--- src/design/rs_pkg.sv ---
// shared constants, register indexes and the random step for the reservoir sampler
`timescale 1ns / 1ps
`default_nettype none

package rs_pkg;

    localparam int unsigned COUNT_W = 32;

    // the item count stops here, so count plus one never wraps
    localparam logic [COUNT_W-1:0] COUNT_MAX = 32'hFFFF_FFFE;

    localparam logic [COUNT_W-1:0] GEN_RESET = 32'd1;

    localparam int unsigned CFG_DATA_W  = 32;
    localparam int unsigned CFG_INDEX_W = 1;

    typedef logic [CFG_INDEX_W-1:0] cfg_index_t;

    localparam cfg_index_t REG_SEED_VALUE  = 1'b0;
    localparam cfg_index_t REG_SIZE_IN_USE = 1'b1;

    typedef logic [0:0] command_t;

    localparam command_t CMD_PUSH = 1'b0;
    localparam command_t CMD_READ = 1'b1;

    // one xorshift step
    function automatic logic [COUNT_W-1:0] xorshift_step(input logic [COUNT_W-1:0] x);
        logic [COUNT_W-1:0] a;
        logic [COUNT_W-1:0] b;
        a = x ^ (x << 13);
        b = a ^ (a >> 17);
        return b ^ (b << 5);
    endfunction

endpackage

`default_nettype wire

--- src/design/reservoir_sampler.sv ---
// reservoir sampler top level: sequencer, count, generator and slot store
//
// Algorithm R reservoir sampler. A push word fills the next slot until
// size_in_use words have been seen; after that each push steps a 32-bit
// xorshift generator and takes its value modulo count plus one in a
// bit-serial remainder unit, replacing that slot when the draw lands below
// size_in_use. A read returns the slot at read_index, valid below the fill
// level. One word is handled at a time: a read passes S_READ, a push
// during the fill phase S_WRITE, a push after that phase S_DRAW, S_DIVIDE
// (the remainder unit retires one bit of the 32-bit dividend per cycle)
// and S_WRITE, each then S_RESULT. A finished result waits in the output
// register while the next word is taken in. The slot store comes up
// undefined; read_valid is set only for a read_index below the fill level.
`timescale 1ns / 1ps
`default_nettype none

module reservoir_sampler
    import rs_pkg::*;
#(
    parameter int unsigned CAPACITY   = 64,
    parameter int unsigned DATA_WIDTH = 32
) (
    input  wire logic                                             clk,
    input  wire logic                                             rst_n,
    input  wire logic                                             cfg_we,
    input  wire logic [CFG_INDEX_W-1:0]                           cfg_index,
    input  wire logic [CFG_DATA_W-1:0]                            cfg_data,
    input  wire logic                                             in_valid,
    output logic                                                  in_stall,
    input  wire logic                                             command,
    input  wire logic [DATA_WIDTH-1:0]                            item_data,
    input  wire logic [((CAPACITY > 1) ? $clog2(CAPACITY) : 1)-1:0] read_index,
    output logic                                                  out_valid,
    input  wire logic                                             out_stall,
    output logic                                                  stored,
    output logic [((CAPACITY > 1) ? $clog2(CAPACITY) : 1)-1:0]      stored_slot,
    output logic [DATA_WIDTH-1:0]                                 read_data,
    output logic                                                  read_valid,
    output logic [$clog2(CAPACITY + 1)-1:0]                       fill_level
);

    localparam int unsigned AW       = (CAPACITY > 1) ? $clog2(CAPACITY) : 1;
    localparam int unsigned SW       = $clog2(CAPACITY + 1);
    localparam int unsigned SIZE_RST = (CAPACITY < 64) ? CAPACITY : 64;

    typedef enum logic [5:0] {
        S_IDLE   = 6'b000001,
        S_READ   = 6'b000010,
        S_DRAW   = 6'b000100,
        S_DIVIDE = 6'b001000,
        S_WRITE  = 6'b010000,
        S_RESULT = 6'b100000
    } state_t;

    state_t state_reg;
    state_t state_next;

    logic [COUNT_W-1:0]    count_reg;
    logic [COUNT_W-1:0]    gen_reg;
    logic [SW-1:0]         size_reg;
    logic [COUNT_W-1:0]    pos_reg;
    logic [DATA_WIDTH-1:0] data_reg;
    logic [AW-1:0]         idx_reg;
    logic                  is_read_reg;
    logic                  hit_reg;
    logic [AW-1:0]         slot_reg;

    logic                  out_valid_reg;
    logic                  stored_out_reg;
    logic [AW-1:0]         slot_out_reg;
    logic [DATA_WIDTH-1:0] rdata_out_reg;
    logic                  rvalid_out_reg;
    logic [SW-1:0]         fill_out_reg;

    logic                  accept;
    logic [SW-1:0]         eff_size;
    logic [SW-1:0]         fill_now;
    logic                  read_ok;
    logic                  pos_hit;
    logic                  result_load;
    logic [COUNT_W-1:0]    gen_step;
    logic                  div_done;
    logic [COUNT_W-1:0]    div_rem;
    logic [DATA_WIDTH-1:0] ram_rdata;

    assign accept      = in_valid && !in_stall;
    assign in_stall    = (state_reg != S_IDLE);
    assign result_load = (state_reg == S_RESULT) && (!out_valid_reg || !out_stall);
    assign gen_step    = xorshift_step(gen_reg);

    // size zero acts as one, anything past capacity as capacity
    always_comb
    begin
        if (size_reg == '0)
        begin
            eff_size = SW'(1);
        end
        else if (size_reg > SW'(CAPACITY))
        begin
            eff_size = SW'(CAPACITY);
        end
        else
        begin
            eff_size = size_reg;
        end
    end

    always_comb
    begin
        if (count_reg < COUNT_W'(eff_size))
        begin
            fill_now = count_reg[SW-1:0];
        end
        else
        begin
            fill_now = eff_size;
        end
    end

    assign read_ok = (COUNT_W'(idx_reg) < COUNT_W'(fill_now));
    assign pos_hit = (pos_reg < COUNT_W'(eff_size));

    always_comb
    begin
        state_next = state_reg;
        unique case (state_reg)
            S_IDLE:
            begin
                if (accept)
                begin
                    if (command == CMD_READ)
                    begin
                        state_next = S_READ;
                    end
                    else if (count_reg < COUNT_W'(eff_size))
                    begin
                        state_next = S_WRITE;
                    end
                    else
                    begin
                        state_next = S_DRAW;
                    end
                end
            end
            S_READ:   state_next = S_RESULT;
            S_DRAW:   state_next = S_DIVIDE;
            S_DIVIDE:
            begin
                if (div_done)
                begin
                    state_next = S_WRITE;
                end
            end
            S_WRITE:  state_next = S_RESULT;
            S_RESULT:
            begin
                if (result_load)
                begin
                    state_next = S_IDLE;
                end
            end
            default:  state_next = S_IDLE;
        endcase
    end

    always_ff @(posedge clk or negedge rst_n)
    begin
        if (!rst_n)
        begin
            state_reg <= S_IDLE;
            count_reg <= '0;
            gen_reg   <= GEN_RESET;
            size_reg  <= SW'(SIZE_RST);
        end
        else
        begin
            state_reg <= state_next;
            if (cfg_we)
            begin
                unique case (cfg_index)
                    REG_SEED_VALUE:
                    begin
                        // xorshift locks up at zero
                        if (cfg_data == '0)
                        begin
                            gen_reg <= GEN_RESET;
                        end
                        else
                        begin
                            gen_reg <= cfg_data[COUNT_W-1:0];
                        end
                    end
                    REG_SIZE_IN_USE:
                    begin
                        size_reg <= cfg_data[SW-1:0];
                    end
                    default:
                    begin
                    end
                endcase
            end
            if (state_reg == S_DRAW)
            begin
                gen_reg <= gen_step;
            end
            if ((state_reg == S_WRITE) && (count_reg < COUNT_MAX))
            begin
                count_reg <= count_reg + 1'b1;
            end
        end
    end

    // working copy of the word and the slot decision
    always_ff @(posedge clk)
    begin
        if (accept)
        begin
            data_reg    <= item_data;
            idx_reg     <= read_index;
            is_read_reg <= (command == CMD_READ);
            pos_reg     <= count_reg;
            hit_reg     <= 1'b0;
            slot_reg    <= '0;
        end
        if ((state_reg == S_DIVIDE) && div_done)
        begin
            pos_reg <= div_rem;
        end
        if (state_reg == S_WRITE)
        begin
            hit_reg <= pos_hit;
            if (pos_hit)
            begin
                slot_reg <= pos_reg[AW-1:0];
            end
        end
    end

    always_ff @(posedge clk or negedge rst_n)
    begin
        if (!rst_n)
        begin
            out_valid_reg <= 1'b0;
        end
        else if (result_load)
        begin
            out_valid_reg <= 1'b1;
        end
        else if (!out_stall)
        begin
            out_valid_reg <= 1'b0;
        end
    end

    always_ff @(posedge clk)
    begin
        if (result_load)
        begin
            stored_out_reg <= hit_reg;
            slot_out_reg   <= slot_reg;
            fill_out_reg   <= fill_now;
            if (is_read_reg && read_ok)
            begin
                rvalid_out_reg <= 1'b1;
                rdata_out_reg  <= ram_rdata;
            end
            else
            begin
                rvalid_out_reg <= 1'b0;
                rdata_out_reg  <= '0;
            end
        end
    end

    rs_mod_unit u_mod (
        .clk       (clk),
        .rst_n     (rst_n),
        .start     (state_reg == S_DRAW),
        .dividend  (gen_step),
        .divisor   (count_reg + 1'b1),
        .done      (div_done),
        .remainder (div_rem)
    );

    rs_ram #(
        .WIDTH (DATA_WIDTH),
        .DEPTH (CAPACITY)
    ) u_store (
        .clk   (clk),
        .we    ((state_reg == S_WRITE) && pos_hit),
        .waddr (pos_reg[AW-1:0]),
        .wdata (data_reg),
        .re    (state_reg == S_READ),
        .raddr (idx_reg),
        .rdata (ram_rdata)
    );

    assign out_valid   = out_valid_reg;
    assign stored      = stored_out_reg;
    assign stored_slot = slot_out_reg;
    assign read_data   = rdata_out_reg;
    assign read_valid  = rvalid_out_reg;
    assign fill_level  = fill_out_reg;

endmodule

`default_nettype wire

--- src/design/rs_ram.sv ---
// generic single write port, single read port ram with registered read
`timescale 1ns / 1ps
`default_nettype none

module rs_ram #(
    parameter int unsigned WIDTH = 32,
    parameter int unsigned DEPTH = 64
) (
    input  wire logic                                       clk,
    input  wire logic                                       we,
    input  wire logic [((DEPTH > 1) ? $clog2(DEPTH) : 1)-1:0] waddr,
    input  wire logic [WIDTH-1:0]                           wdata,
    input  wire logic                                       re,
    input  wire logic [((DEPTH > 1) ? $clog2(DEPTH) : 1)-1:0] raddr,
    output logic      [WIDTH-1:0]                           rdata
);

    logic [WIDTH-1:0] mem_reg [DEPTH];
    logic [WIDTH-1:0] rdata_reg;

    always_ff @(posedge clk)
    begin
        if (we)
        begin
            mem_reg[waddr] <= wdata;
        end
        if (re)
        begin
            rdata_reg <= mem_reg[raddr];
        end
    end

    assign rdata = rdata_reg;

endmodule

`default_nettype wire

--- src/design/rs_mod_unit.sv ---
// bit-serial restoring remainder unit, one dividend bit per cycle
`timescale 1ns / 1ps
`default_nettype none

module rs_mod_unit
    import rs_pkg::*;
(
    input  wire logic               clk,
    input  wire logic               rst_n,
    input  wire logic               start,
    input  wire logic [COUNT_W-1:0] dividend,
    input  wire logic [COUNT_W-1:0] divisor,
    output logic                    done,
    output logic      [COUNT_W-1:0] remainder
);

    localparam int unsigned STEP_W = $clog2(COUNT_W);

    logic               busy_reg;
    logic               done_reg;
    logic [STEP_W-1:0]  step_reg;
    logic [COUNT_W-1:0] rem_reg;
    logic [COUNT_W-1:0] dvd_reg;
    logic [COUNT_W-1:0] dsr_reg;

    logic [COUNT_W:0]   trial;
    logic [COUNT_W:0]   diff;
    logic [COUNT_W-1:0] rem_next;

    // borrow out of the subtract means the trial stays
    always_comb
    begin
        trial = {rem_reg, dvd_reg[COUNT_W-1]};
        diff  = trial - {1'b0, dsr_reg};
        if (diff[COUNT_W])
        begin
            rem_next = trial[COUNT_W-1:0];
        end
        else
        begin
            rem_next = diff[COUNT_W-1:0];
        end
    end

    always_ff @(posedge clk or negedge rst_n)
    begin
        if (!rst_n)
        begin
            busy_reg <= 1'b0;
            done_reg <= 1'b0;
            step_reg <= '0;
        end
        else
        begin
            done_reg <= 1'b0;
            if (start)
            begin
                busy_reg <= 1'b1;
                step_reg <= '0;
            end
            else if (busy_reg)
            begin
                step_reg <= step_reg + 1'b1;
                if (step_reg == STEP_W'(COUNT_W - 1))
                begin
                    busy_reg <= 1'b0;
                    done_reg <= 1'b1;
                end
            end
        end
    end

    always_ff @(posedge clk)
    begin
        if (start)
        begin
            rem_reg <= '0;
            dvd_reg <= dividend;
            dsr_reg <= divisor;
        end
        else if (busy_reg)
        begin
            rem_reg <= rem_next;
            dvd_reg <= {dvd_reg[COUNT_W-2:0], 1'b0};
        end
    end

    assign done      = done_reg;
    assign remainder = rem_reg;

endmodule

`default_nettype wire
--- config.mk ---
export PLATFORM = sky130hd
export DESIGN_NAME = reservoir_sampler
export DESIGN_NICKNAME = d
export VERILOG_FILES = /design/src/design/rs_pkg.sv /design/src/design/reservoir_sampler.sv /design/src/design/rs_ram.sv /design/src/design/rs_mod_unit.sv
export SDC_FILE = /design/constraint.sdc
export NUM_CORES = 2
export LEC_CHECK = 0
export ABC_AREA = 0
export BUFFER_PORTS_ARGS = -buffer_cell sky130_fd_sc_hd__buf_2
export CORE_MARGIN = 3
export CORE_UTILIZATION = 65
export CTS_CLUSTER_SIZE = 24
export DETAILED_ROUTE_END_ITERATION = 16
export GPL_TIMING_DRIVEN = 1
export HOLD_SLACK_MARGIN = 0.08
export PLACE_DENSITY = 0.9
export SETUP_SLACK_MARGIN = 0.4
export SYNTH_ARGS = -nofsm -noshare
export SYNTH_HDL_FRONTEND = slang
export SYNTH_HIERARCHICAL = 1
export SYNTH_SLANG_ARGS = --single-unit
--- constraint.sdc ---
create_clock -name clk -period 9.9 [get_ports clk]
set_input_delay 0.99 -clock clk [delete_from_list [all_inputs] [get_ports clk]]
set_output_delay 0.99 -clock clk [all_outputs]
set_load 0.005 [all_outputs]
After elaboration in Yosys (flattened, before gate mapping) --
Memory sizes are Yosys's and may differ from the RTL's. A register that Yosys moved wholly into a read port is not among the register bits. Cells that the tools add are included.
Storage, ports and cells: RAM bits 2048, memories kept 1, output and inout bits 49, register bits after elaboration 306
Memory list:
- u_store.mem_reg | depth 64, width 32, read ports 1, clocked after Yosys merged registers in 1, wr ports 1, line rs_ram.sv:18 | logic [WIDTH-1:0] mem_reg [DEPTH];
Operators by class: bitwise logic cells 3, equal/unequal tests 13, order comparisons 5, mux-type cells 36, reductions and logical operators 20, add/sub/neg operators 3
Operator list (number):
- $mux W32 | 9
- $lt A32 B7 Y1 | 2
- $xor A32 B32 Y32 | 2
- $mux W6 | 6
- $sub A33 B32 Y33 | 1
- $add A32 B1 Y32 const B | 1
- $logic_not A32 Y1 | 1
- $lt A32 B32 Y1 const B | 1
- $xor A32 B15 Y32 | 1
- $pmux W6 S5 | 1
- $mux W7 | 3
- $mux W5 | 4
- $mux W1 | 13
- $reduce_bool A2 Y1 | 4
- $gt A7 B7 Y1 const B | 1
- $logic_not A7 Y1 | 1
- $lt A6 B7 Y1 | 1
- $eq A6 B1 Y1 const B | 1
- $eq A6 B2 Y1 const B | 1
- $eq A6 B3 Y1 const B | 1
- $eq A6 B4 Y1 const B | 1
- $eq A6 B5 Y1 const B | 1
- $eq A6 B6 Y1 const B | 1
- $logic_and A1 B1 Y1 | 6
- 10 further kinds | 16

Depth between registers and ports, before layout --
depth in word-level cells 8, depth in mapped cells 16

Hierarchy --
The synthesis kept the hierarchy.
Modules (own cells, without submodules):
- rs_ram | cells each 3324, instances 1, area an instance 78835.6 um2, sequential area each 62459.9 um2
- reservoir_sampler | cells each 880, instances 1, area an instance 10085.9 um2, sequential area each 5649.2 um2
- rs_mod_unit | cells each 600, instances 1, area an instance 6082.1 um2, sequential area each 2737.6 um2

Least setup slack after synthesis --
No wires, ideal clock.
path type register -> register, from register size_reg[6], to memory u_store.mem_reg[48][0], enable pin, path slack 4.702 ns, stages on the path, launching flop included 12, setup time 0.461 ns, data required time 9.439 ns, clock period less this slack 5.198 ns, data arrival time 4.737 ns, path through dfstp_2 > clkbuf_1 > nor2b_1 > inv_1 > ha_1 > o21a_1 > o211ai_1 > a21oi_1 > nor4_1 > nor2b_1 > nand4b_1 > nor3_1
On the way: word-level cells in the longest chain between the ends 7, elaborated cells between the ends (all ways) 8, those cells by class 2 x order compare; 4 x mux; 2 x reduce/logical
RTL lines:
- start, declared | line reservoir_sampler.sv:60 | logic [SW-1:0] size_reg;
- start signal, assigned | line reservoir_sampler.sv:173 | size_reg <= SW'(SIZE_RST);
- start signal, assigned | line reservoir_sampler.sv:195 | size_reg <= cfg_data[SW-1:0];
- $gt A7 B7 Y1 | line reservoir_sampler.sv:98 | else if (size_reg > SW'(CAPACITY))
- $mux W7 | line reservoir_sampler.sv:98
- $mux W7 (*) | line reservoir_sampler.sv:94 | if (size_reg == '0)
- $lt A32 B7 Y1 (*) | line reservoir_sampler.sv:121 | assign pos_hit = (pos_reg < COUNT_W'(eff_size));
- $logic_and A1 B1 Y1 (*) | line reservoir_sampler.sv:290 | .we ((state_reg == S_WRITE) && pos_hit),
- $mux W1 (*) | line rs_ram.sv:23 | if (we)
- $mux W1 (implied by the code) (*) | line rs_ram.sv:25 | mem_reg[waddr] <= wdata;
- end, declared | line rs_ram.sv:18
Mark *: on every way between the ends. The rest lies on a longest branch, timed or not.

Worst setup path after layout --
from register size_reg[6], to memory u_store.mem_reg[46][0], enable pin
Same word-level chain as after synthesis.

==> flow_summary.ini <==
[detailed_routing]
wire_per_inst_microns = 40.6
vias = 53900
drtIter0Drc = 9927
wirelength_microns = 287000
antenna_left = 0
drt-pass1-iter-count = 7
via_per_inst = 7.63
drc = 0

[timing]
setup_viol = 0
drv_slew = 0
finClkSkew_ns = 0.0768
rsz0062_at_grt = false
layout_min_cycle_time_ns = 5.39
setup_ws_ns = 4.51
final_hold_viol_count = 0
fin_crit_sh_pct = 54.5
worstMarginPinSlew_ns = 1.47
fin_setup_tns_ns = 0
max_freq_ghz = 0.185
relSlewSlack_pct = 2.06

[critical_path]
critPathLaunchType = flop
r2r_slack_ns = 4.51
cpPeakStageDelay_ns = 1.46
required_ns = 10.36
cp-end-kind = flop
arrival_ns = 5.85
cp_max_fo = 32
crit_path_cell_trace = inv_1 > ha_1 > a211oi_1 > nand4_1 > nor4_1 > buf_4 > nor2b_1 > nand3_1 > nor2_4
crit_slowest_cell = nor2_4
crit_type = reg2reg

[clock_tree]
cts_buffer_depth = 3
postCtsResizedCells = 0
cts_tree = done
clk_pin_slew_worst_paths_ns = 0.07
numCtsBuffers = 217
htreeDepth = 4
worstSkewPairLatency_ns = 0.88
cts.sinks = 2386
cts_setup_buffers = 0
ctsRootBufferMaster = clkbuf_16

[logic_synthesis]
ys_types = 90
ys.flop_type = edfxtp_1
syn-num-nets = 4934
yosysSeqAreaShare_pct = 74.6
yosys-top-cells-count = edfxtp_1, mux4_2, nor2_1
synth_area_leaders = edfxtp_1, mux4_2, dfrtp_1
syn-instance-count = 4804
postSynth.asyncResetShare_pct = 3.56
yosysMostFrequentCell = edfxtp_1
yosysWarningCount = 6
synth.avg_cell_area_sq_um = 19.8
synth_top_area_cell = edfxtp_1
syn_area_sq_mm = 0.0950
synth_edf_count = 2263
ys_ff_latch = 2386
yosysTopAreaCellShare_pct = 71.5

[cells_and_area]
fillCellCount = 7286
num-nets-final = 5103
post-route-util_pct = 72.8
largest_register_ffs = 2048
layout-drive-gt1-share_pct = 24.6
area_growth_pct = 10.6
instances_no_fill = 7073

[global_routing]
grt_pass1_wl_microns = 407000
grt_max_degree = 121
antenna_found_initial = 19
grt_pass1_vias = 53200
grt-ovfl-total = 0
gr-usage-all-layers_pct = 38.6

[job]
max-cap-violations = 0

[hold_path]
hold_path_class = in2reg

[power]
finalPower_mw = 28.1
powerDensity_mw_per_mm2 = 267
ir_worst_vdd_uv = 336
power.leakage_nw = 34.2

[place]
placed_cells = 6656
hpwlAfterDp_microns = 148000
place_ws_ns = 4.94
io_buffers = 125
routabilityCongestion = 0.932

[floorplanning]
coreArea_sq_mm = 0.144
die_w_microns = 388
start_util_pct = 65.8
rows = 139
die_area_sq_mm = 0.151
dieHeight_microns = 388
ios = 126

[outcome]
outcome = complete, no violations
## power breakdown
part           switching [mW]  internal [mW]
combinational            4.63           2.25
clock                    3.92           4.73
sequential              0.373           12.2
total                    8.92           19.1
## per-layer routing
metal	wire length, microns	track usage [%]	part of all wire, %	up-vias
met4	24500	24.0	8.5	10
met5	166	0.606	0.058	-
met2	138000	61.9	48	5760
met3	39400	10.8	14	1347
met1	85200	47.0	30	26900
li1	-	-	-	19900
## final cells by class
cell class,instances,area (sq um),share of cell area [%]
Antenna cell,11,27.5,0.0262
Clock buffer,263,5720,5.44
Clock inverter,142,1430,1.36
Inverter,65,245,0.233
Multi-Input combinational cell,2084,23000,21.9
Sequential cell,2386,70800,67.4
Tap cell,1903,2380,2.27
Timing Repair Buffer,219,1440,1.37
## cell usage in the layout (no fill, tap or decap), drive strengths merged, types with 29 or more instances in the layout
cell and n:
ha 52, mux2 72, buf 218, dfxtp 38, inv 70, xor2 55, a21oi 154, mux4 544
o221ai 29, clkbuf 263, nand2 183, nor2 272, a31oi 34, a211oi 32, nand3 35, edfxtp 2263
xnor2 101, dfrtp 82, clkinv 96, o22ai 85, mux2i 120
## per-stage QoR
| stage | cell area [sq um] | hold WS, ns |
|---|---|---|
| 5_1_grt | 105000 | 0.267 |
| 2_1_floorplan | 95000 | 0.400 |
| 6_report | 105000 | 0.291 |
| 3_3_place_gp | 97900 | 0.414 |
| 4_1_cts | 105000 | 0.262 |
| 3_5_place_dp | 97900 | 0.418 |
## critical path, delay by kind of cell (launching register included)
| kind | cells | cell delay, ns |
|---|---|---|
| adder cells (fa/ha/maj) | 1 | 0.33 |
| buffers and inverters | 2 | 0.35 |
| AO/OA/AOI/OAI | 1 | 0.32 |
| AND/OR/NAND/NOR | 5 | 3.26 |
| flip-flops | 1 | 0.71 |
## cells by family after synthesis
logic type / synth area share (%)
XOR/XNOR: 1.44
adder cells (fa/ha/maj): 0.706
multiplexers: 15.0
flip-flops: 74.6
AO/OA/AOI/OAI: 3.23
AND/OR/NAND/NOR: 3.33
buffers and inverters: 1.71
## timing repair
action	CTS	global route
endpoints found under the hold margin	18	0
setup endpoints to repair	0	0
hold buffers	1	0
## final timing paths
check,endpoint,depth (start not counted),startpoint
setup / recovery,u_store/mem_reg[46][0],9,size_reg[6]
hold / removal,data_reg[29],1,item_data[29]
setup reg to reg,u_store/mem_reg[46][0],9,size_reg[6]
hold reg to reg,stored_slot[0],0,slot_reg[0]
max in group asynchronous,u_mod/busy_reg,3,rst_n
min in group asynchronous,gen_reg[25],2,rst_n
Note: power is estimated with default switching activity, not from simulation.
